### config.mk
export PLATFORM = sky130hd
export DESIGN_NAME = gfm_stage
export DESIGN_NICKNAME = d
export VERILOG_FILES = /design/src/sv/gfm_pkg.sv /design/src/sv/gfm_stage.sv
export SDC_FILE = /design/constraint.sdc
export NUM_CORES = 1
export LEC_CHECK = 0
export ABC_AREA = 1
export ABC_CLOCK_PERIOD_IN_PS = 33300
export BUFFER_PORTS_ARGS = -buffer_cell sky130_fd_sc_hd__buf_2
export CORE_AREA = 2 2 297 299
export CTS_BUF_LIST = sky130_fd_sc_hd__clkbuf_4
export CTS_CLUSTER_SIZE = 14
export DETAILED_ROUTE_END_ITERATION = 12
export DIE_AREA = 0 0 299 301
export PLACE_DENSITY = 0.57
export SYNTH_ARGS = -nofsm -noshare
export SYNTH_HDL_FRONTEND = slang
export SYNTH_SLANG_ARGS = --single-unit
### constraint.sdc
create_clock -name clock -period 33.3 [get_ports clock]
set_clock_uncertainty 0.2 [all_clocks]
set_input_delay 0 -clock clock [delete_from_list [all_inputs] [get_ports clock]]
set_output_delay 0 -clock clock [all_outputs]
set_load 0.01 [all_outputs]
### src/sv/gfm_pkg.sv
`default_nettype none
// ----------------------------------------------------------------------------
// gfm_pkg
// Shared type, constants and function of the GCM GF(2^128) multiplier.
// ----------------------------------------------------------------------------
package gfm_pkg;

   // Width of one field element and of one half of it.
   localparam int FIELD_BITS = 128;
   localparam int HALF_BITS  = 64;

   // Reduction constant 0xE1 placed at bits 0-7 in GCM order, which is the
   // top byte of the 128-bit vector.
   localparam logic [FIELD_BITS-1:0] REDUCE_POLY = {8'hE1, 120'd0};

   // Work carried from one pipeline stage to the next: the partial product,
   // the running multiple of the first operand and the bits of the second
   // operand still to be consumed, next bit at the top.
   typedef struct packed {
      logic [FIELD_BITS-1:0] z;
      logic [FIELD_BITS-1:0] v;
      logic [FIELD_BITS-1:0] b;
   } gfm_work_type;

   // Multiply by x: shift one place toward bit 127 and fold the bit that
   // leaves back in through the reduction polynomial.
   function automatic logic [FIELD_BITS-1:0] gfm_times_x(input logic [FIELD_BITS-1:0] v);
      logic [FIELD_BITS-1:0] shifted;
      shifted = {1'b0, v[FIELD_BITS-1:1]};
      return v[0] ? (shifted ^ REDUCE_POLY) : shifted;
   endfunction

endpackage : gfm_pkg
`default_nettype wire

### src/sv/gfm_stage.sv
`default_nettype none
// ----------------------------------------------------------------------------
// gfm_stage
// One registered pipeline stage: consumes STEPS bits of the second operand,
// accumulating and stepping the running multiple, with a valid/ready hold.
// ----------------------------------------------------------------------------
module gfm_stage #(
   parameter int STEPS = 8
) (
   input  wire logic                  clock,
   input  wire logic                  reset,
   input  wire logic                  in_valid,
   output      logic                  in_ready,
   input  wire gfm_pkg::gfm_work_type in_data,
   output      logic                  out_valid,
   input  wire logic                  out_ready,
   output      gfm_pkg::gfm_work_type out_data
);
   import gfm_pkg::*;

   logic         valid_ff;
   logic         valid_in;
   gfm_work_type data_ff;
   gfm_work_type data_in;
   logic         take;

   // The stage can take an item when it is empty or its item leaves now.
   assign in_ready = !valid_ff || out_ready;
   assign take     = in_valid && in_ready;

   always_comb begin
      logic [FIELD_BITS-1:0] z;
      logic [FIELD_BITS-1:0] v;
      z = in_data.z;
      v = in_data.v;
      for (int k = 0; k < STEPS; k++) begin
         if (in_data.b[FIELD_BITS-1-k]) begin
            z = z ^ v;
         end
         v = gfm_times_x(v);
      end
      data_in.z = z;
      data_in.v = v;
      data_in.b = in_data.b << STEPS;
   end

   always_comb begin
      if (take) begin
         valid_in = 1'b1;
      end else if (out_ready) begin
         valid_in = 1'b0;
      end else begin
         valid_in = valid_ff;
      end
   end

   always_ff @(posedge clock) begin
      if (reset) begin
         valid_ff <= 1'b0;
      end else begin
         valid_ff <= valid_in;
      end
   end

   always_ff @(posedge clock) begin
      if (take) begin
         data_ff <= data_in;
      end
   end

   assign out_valid = valid_ff;
   assign out_data  = data_ff;

endmodule : gfm_stage
`default_nettype wire
==> flow_summary.json, run 1 <==
{
  "netlist.area_leader.share_pct": 40.1,
  "htreeDepth": 3,
  "synth_area_um2": 28100,
  "postSynthCellCount": 3654,
  "io_pins": 774,
  "die_x_um": 299,
  "yosys_warnings": 0,
  "synth_most_common_cell": "nand2_1",
  "synth.largest_area_cell": "edfxtp_1",
  "netlist_top_cells_area": "edfxtp_1 40%, xnor2_1 22%, nand2_1 22%, inv_1 4.3%, nand3_1 3.1%",
  "synth_edf_count": 376,
  "die_y_um": 301,
  "synthFlopType": "edfxtp_1",
  "error": "[ERROR RSZ-0060] Max buffer count reached.",
  "synth_compound_area_share_pct": 0.187,
  "cts_sinks": 377,
  "hold_buffers": 1109,
  "synth_mux_area_share_pct": 0,
  "start_util_pct": 32.5,
  "synth_top_family_by_area": "simple AND/OR/NAND/NOR gates",
  "port_buffers": 765,
  "place_hpwl_um": 70000,
  "status": "stopped before the end",
  "yosysUniqueCellTypes": 23,
  "clockRootBuffer": "clkbuf_4",
  "synth-seq-area-share_pct": 40.2,
  "synth.top_cells.by_count": "1616 x nand2_1, 715 x xnor2_1, 376 x edfxtp_1",
  "gp_congestion": 0.859,
  "cts_setup_buffers": 0,
  "cts_resized": 0,
  "synth-simple-area-share_pct": 27.9,
  "ys_ff_latch": 377,
  "syn_area_per_cell_um2": 7.70,
  "lastStage": "4_1_cts",
  "cts_buffers": 108,
  "clockBufferDepth": 3,
  "synthAdderAreaFrac_pct": 0,
  "synth_xor_area_share_pct": 23.2,
  "async_reset_ff_share_pct": 0,
  "std_cell_rows": 108
}
## through the flow
stage / area (um2) / std cells / utilization [%] / setup slack [ns]
detailed placement: 32400 / 5347 / 37.5 / 30.36
global placement: 32400 / 5347 / 37.5 / 30.34
floorplan: 28200 / 3661 / - / 13.47
## logic make-up after synthesis
family          count (synthesis)
buf+inv                       568
xor+xnor                      746
other cells                     1
flops                         377
simple gates                 1952
compound gates                 10
==> run 2: changes to the inputs <==
Settings changed: CORE_AREA 2 2 297 299 to 2 2 302 304, CTS_BUF_LIST sky130_fd_sc_hd__clkbuf_4 to not set, CTS_CLUSTER_SIZE 14 to not set, DIE_AREA 0 0 299 301 to 0 0 304 306, PLACE_DENSITY 0.57 to not set, PLACE_DENSITY_LB_ADDON set to 0.15.
==> run 2 against run 1 <==
The run now ends clean. Synthesized cell count unchanged. Synthesized area unchanged.
==> flow_summary.json, run 2 <==
{
  "rr_endpoint": "out_data[106]$_DFFE_PP_",
  "syn_area_per_cell_um2": 7.70,
  "status": "finished clean",
  "grt_pass1_wl_um": 160000,
  "grt_start_max_net_pins": 147,
  "drcViolationCount": 0,
  "crit_path_end": "out_data[371]$_DFFE_PP_",
  "largest_reg_flops": 376,
  "vias_per_cell": 4.40,
  "cts_sinks": 377,
  "ys_ff_latch": 377,
  "wl_per_cell_um": 17.8,
  "firstDrtPassIters": 5,
  "cts_buffers": 49,
  "dr_total_vias": 26300,
  "fill_cells": 8819,
  "synth_edf_count": 376,
  "htreeDepth": 2,
  "clockBufferDepth": 3,
  "finalCritPeriodShare_pct": 10.7,
  "antenna_left": 0,
  "drive_gt1_share_pct": 19.3,
  "gr-total-overflow": 0,
  "crit_path_end_kind": "flop",
  "final_common_cell": "nand2_1",
  "setup.worst_path.start_class": "input pin",
  "r2r_slack_ns": 29.76,
  "clk_pin_slew_ns": 0.07,
  "synth.largest_area_cell": "edfxtp_1",
  "gp_congestion": 0.817,
  "yosys_warnings": 0,
  "setup_ws_ns": 29.74,
  "std_cell_rows": 110,
  "final_nets": 5155,
  "worst_pin_slew_ns": 1.11,
  "cts_setup_buffers": 0,
  "synth_most_common_cell": "nand2_1",
  "worstSetupPathType": "in2reg",
  "r2r_cells": 4,
  "min_path_type": "in2reg",
  "die_x_um": 304,
  "drv_cap": 0,
  "p_leak_nw": 18.1,
  "routed_wirelength_um": 106000,
  "worstSkewPairLatency_ns": 0.62,
  "drt_first_iter_violations": 1498,
  "postSynthCellCount": 3654,
  "async_reset_ff_share_pct": 0,
  "synth.top_cells.by_count": "1616 x nand2_1, 715 x xnor2_1, 376 x edfxtp_1",
  "clockRootBuffer": "clkbuf_16",
  "synth-seq-area-share_pct": 40.2,
  "setup_viol": 0,
  "powerDensity_nw_per_um2": 43.2,
  "holdPathStages": 8,
  "final_cell_mix": "1616 x nand2_1, 757 x buf_2, 715 x xnor2_1",
  "core_area_um2": 89600,
  "yosysUniqueCellTypes": 23,
  "cp-startpoint": "in_data[250]",
  "place_hpwl_um": 71800,
  "max-vdd-ir-drop_v": 0.0000373,
  "antenna_found_initial": 9,
  "start_util_pct": 31.4,
  "netlist_top_cells_area": "edfxtp_1 40%, xnor2_1 22%, nand2_1 22%, inv_1 4.3%, nand3_1 3.1%",
  "dieArea_um2": 93000,
  "r2r_start": "out_valid$_SDFFE_PP0P_",
  "drv_slew": 0,
  "clock.fmax_ghz": 0.281,
  "cp_data_required_time_ns": 33.49,
  "grt_setup_unrepaired": "false",
  "synthFlopType": "edfxtp_1",
  "area_growth_pct": 40.0,
  "slew_headroom_pct": 26.3,
  "arrival_ns": 3.74,
  "die_y_um": 306,
  "hp-start": "in_data[121]",
  "port_buffers": 765,
  "hold_violations": 0,
  "layout_min_cycle_time_ns": 3.56,
  "place_ws_ns": 29.81,
  "path_max_fanout": 6,
  "setup_tns_ns": 0,
  "gr-usage-all-layers_pct": 22.3,
  "synth_area_um2": 28100,
  "io_pins": 774,
  "netlist.area_leader.share_pct": 40.1,
  "cts_tree": "yes",
  "grt_pass1_vias": 25700
}
-- run 2: kinds of logic after synthesis --
family	Yosys count	synth area share, %
AO/OA/AOI/OAI	10	0.187
XOR/XNOR	746	23.2
AND/OR/NAND/NOR	1952	27.9
buffers and inverters	568	8.45
other	1	0.0133
flip-flops	377	40.2
-- run 2: per-layer routing --
metal | wire length [um] | vias up | GRT usage [%] | part of all wire, %
met3 | 5970 | 142 | 3.85 | 5.6
met5 | 38 | - | 0 | 0.036
met4 | 3520 | 6 | 7.50 | 3.3
met2 | 53900 | 780 | 40.9 | 51
met1 | 43100 | 12100 | 26.2 | 40
li1 | - | 13300 | - | -
-- run 2: what timing repair did --
item | in CTS | in global routing
hold endpoints to repair | 406 | 0
hold buffers | 523 | 0
resized for setup | 0 | 0
-- run 2: how the worst min path moves through the flow --
stage | to | slack, ns
after floorplan | out_valid$_SDFFE_PP0P_ | -0.13
after global placement | out_valid$_SDFFE_PP0P_ | -0.04
after detailed placement | out_valid$_SDFFE_PP0P_ | -0.04
after CTS | out_data[130]$_DFFE_PP_ | 0.002
after global routing | out_data[282]$_DFFE_PP_ | 0.06
final | out_data[287]$_DFFE_PP_ | 0.02
-- run 2: worst max-delay path: stages --
cell,delay [ns]
dlygate4sd3_1,0.58
buf_2,0.18
nand2_1,0.07
dlygate4sd3_1,0.55
nand2_1,0.15
dlygate4sd3_1,0.61
inv_1,0.10
nand2_1,0.07
xnor2_1,0.17
inv_1,0.06
nand2_1,0.04
dlygate4sd3_1,0.54
nand2_1,0.06
dlygate4sd3_1,0.54
inv_1,0.04
-- run 2: metrics by stage --
| step | hold slack [ns] | instances | total power, mW | area, um2 | util, % |
|---|---|---|---|---|---|
| detailed placement | -0.0420 | 5369 | 1.09 | 32500 | 36.2 |
| finish | 0.0170 | 5984 | 1.70 | 39400 | 44.0 |
| global route | 0.0573 | 5984 | 1.80 | 39400 | 44.0 |
| CTS | 0.00211 | 5978 | 1.72 | 39400 | 43.9 |
| global placement | -0.0363 | 5369 | 1.09 | 32500 | 36.2 |
| floorplan | -0.131 | 3661 | 0.963 | 28200 | - |
-- run 2: layout make-up --
class	count	area [um2]	share of cell area [%]
diodes	6	15.0	0.0381
inverters	322	1210	3.07
flip-flops and latches	377	11300	28.7
clock inverters	26	367	0.931
well taps	1176	1470	3.74
multi-input cells	2716	14500	36.8
repair buffers	1301	9220	23.4
clock buffers	60	1310	3.32
-- run 2: power breakdown --
group | internal [mW] | switching, mW
Clock | 0.335 | 0.231
Combinational | 0.232 | 0.303
Sequential | 0.587 | 0.0128
Total | 1.15 | 0.547
Power figures use the tool's default switching activity.
==> run 3: changes to the inputs <==
Settings changed: ABC_CLOCK_PERIOD_IN_PS 33300 to 3150.
Clock period 33.3 ns to 3.15 ns, I/O delays scaled along.
==> run 3 against run 2 <==
Routed wire length about the same. First-iteration DRC count increased by 4.5%. Core utilization increased by 0.82 points. Die area unchanged. Critical path type unchanged. Critical endpoint is now out_data[376]$_DFFE_PP_. Largest cell class unchanged. Largest power group unchanged.
==> flow_summary.json, run 3 (same netlist as run 2, synthesis figures left out) <==
{
  "power_frac_clock_pct": 31.3,
  "powerDensity_nw_per_um2": 445,
  "clockBufferDepth": 3,
  "routed_wirelength_um": 106000,
  "cp_data_required_time_ns": 3.32,
  "slew_headroom_pct": 58.8,
  "arrival_ns": 3.26,
  "r2r_cells": 4,
  "antenna_left": 0,
  "critPathSlowestCell": "dlygate4sd3_1",
  "final_cell_mix": "1613 x nand2_1, 755 x buf_2, 714 x xnor2_1",
  "final_common_cell": "nand2_1",
  "p_total_mw": 17.9,
  "clock.fmax_ghz": 0.323,
  "gr-usage-all-layers_pct": 22.4,
  "power_frac_seq_pct": 35.5,
  "wl_per_cell_um": 17.6,
  "drive_gt1_share_pct": 19.6,
  "path_max_fanout": 6,
  "cts_sinks": 377,
  "fill_cells": 8785,
  "clockRootBuffer": "clkbuf_16",
  "rr_endpoint": "out_data[361]$_DFFE_PP_",
  "dr_total_vias": 26700,
  "die_x_um": 304,
  "final_nets": 5219,
  "start_util_pct": 31.4,
  "final_core_utilization_pct": 44.8,
  "die_y_um": 306,
  "swShare_pct": 32.4,
  "area_growth_pct": 42.6,
  "grt_pass1_vias": 26500,
  "core_area_um2": 89600,
  "antenna_found_initial": 11,
  "hold_slack_ns": 0.0245,
  "worstSetupPathType": "in2reg",
  "r2r_start": "out_valid$_SDFFE_PP0P_",
  "critical_path.top_delay_family": "buffers and inverters",
  "cts_tree": "yes",
  "critPathBufInv": 8,
  "finalCritPeriodShare_pct": 98.2,
  "cts_buffers": 48,
  "finalInstanceArea_um2": 40100,
  "holdPathStages": 8,
  "post_dp_cell_area_um2": 32800,
  "max-vdd-ir-drop_v": 0.000376,
  "status": "finished clean",
  "gr-total-overflow": 0,
  "vias_per_cell": 4.41,
  "io_pins": 774,
  "cp-startpoint": "in_data[254]",
  "clk_pin_slew_ns": 0.06,
  "worst_pin_slew_ns": 0.616,
  "path_common_cell": "nand2_1",
  "r2r_slack_ns": 0.50,
  "path_cells": "dlygate4sd3_1 -> buf_2 -> nand2_1 -> dlygate4sd3_1 -> nand2_4 -> inv_1 -> nand2_1 -> nand2_2 -> nor2_2 -> inv_1 -> nand3_1 -> dlygate4sd3_1 -> nand2_1 -> dlygate4sd3_1 -> inv_1 -> nand2_1 -> nand2_1",
  "power_frac_comb_pct": 33.3,
  "internal_power_mw": 12.1,
  "drt_first_iter_violations": 1565,
  "min_path_type": "in2reg",
  "grt_start_max_net_pins": 76,
  "place_hpwl_um": 74600,
  "firstDrtPassIters": 5,
  "largest_reg_flops": 376,
  "setup.worst_path.start_class": "input pin",
  "drv_slew": 0,
  "hold_violations": 0,
  "htreeDepth": 2,
  "crit_path_end": "out_data[376]$_DFFE_PP_",
  "drcViolationCount": 0,
  "slowest_delay_ns": 0.60,
  "dieArea_um2": 93000,
  "grt_setup_unrepaired": "true",
  "port_buffers": 765,
  "layout_min_cycle_time_ns": 3.09,
  "cp_num_cells": 17,
  "setup_viol": 0,
  "std_cell_rows": 110,
  "gp_congestion": 0.812,
  "drv_cap": 0,
  "grt_pass1_wl_um": 161000,
  "crit_path_end_kind": "flop",
  "switchingPower_mw": 5.79,
  "worstSkewPairLatency_ns": 0.62,
  "p_leak_nw": 18.5
}
[run 3: how the worst min path moves through the flow]
stage	start	end	slack, ns
finish	in_data[126]	out_data[381]$_DFFE_PP_	0.02
global route	in_data[155]	out_data[147]$_DFFE_PP_	0.05
CTS	in_data[125]	out_data[288]$_DFFE_PP_	0.0006
detailed placement	reset	out_valid$_SDFFE_PP0P_	-0.04
global placement	reset	out_valid$_SDFFE_PP0P_	-0.05
floorplan	reset	out_valid$_SDFFE_PP0P_	-0.14
[run 3: final cells by class]
type | count | area, um2 | area share (%)
multi-input combinational | 2716 | 14500 | 36.2
sequential | 377 | 11300 | 28.2
timing repair buffer | 1366 | 10000 | 25.0
tap | 1176 | 1470 | 3.67
clock buffer | 58 | 1260 | 3.14
inverter | 322 | 1210 | 3.01
clock inverter | 30 | 310 | 0.773
antenna | 6 | 15.0 | 0.0374
[run 3: stage by stage]
stage	setup slack [ns]	setup TNS, ns	instances
6_report	0.0566	0	6051
3_5_place_dp	1.03	0	5392
2_1_floorplan	-3.99	-1499.82	3661
3_3_place_gp	1.05	0	5392
5_1_grt	-0.0387	-0.0387	6051
4_1_cts	0.00330	0	6043
[run 3: power groups by stage]
| stage | logic [mW] | clock network, mW | registers (mW) |
|---|---|---|---|
| after detailed placement | 5.21 | 0 | 6.43 |
| after CTS | 5.98 | 5.74 | 6.34 |
| after global placement | 5.16 | 0 | 6.43 |
| after floorplan | 3.28 | 0 | 6.76 |
| after global routing | 6.62 | 5.93 | 6.38 |
| final | 5.95 | 5.59 | 6.34 |
[run 3: what timing repair did]
action	in CTS	in global routing
hold buffers	563	0
gates resized for setup	0	12
endpoints found under the setup margin	0	3
hold endpoints to repair	496	0
setup buffers	0	2
[run 3: routing by layer]
layer  vias to the layer above  part of all wire, %  track usage (%)
li1                      13400                    -                -
met1                     12300                   41             26.2
met2                       798                   49             40.1
met3                       175                  5.4             3.91
met4                         6                  4.7             10.0
met5                         -                0.035                0
[run 3: worst min-delay path: cells and delay by family]
family,cells,cell delay [ns]
AND/OR/NAND/NOR,7,0.49
buffers and inverters,1,0.21
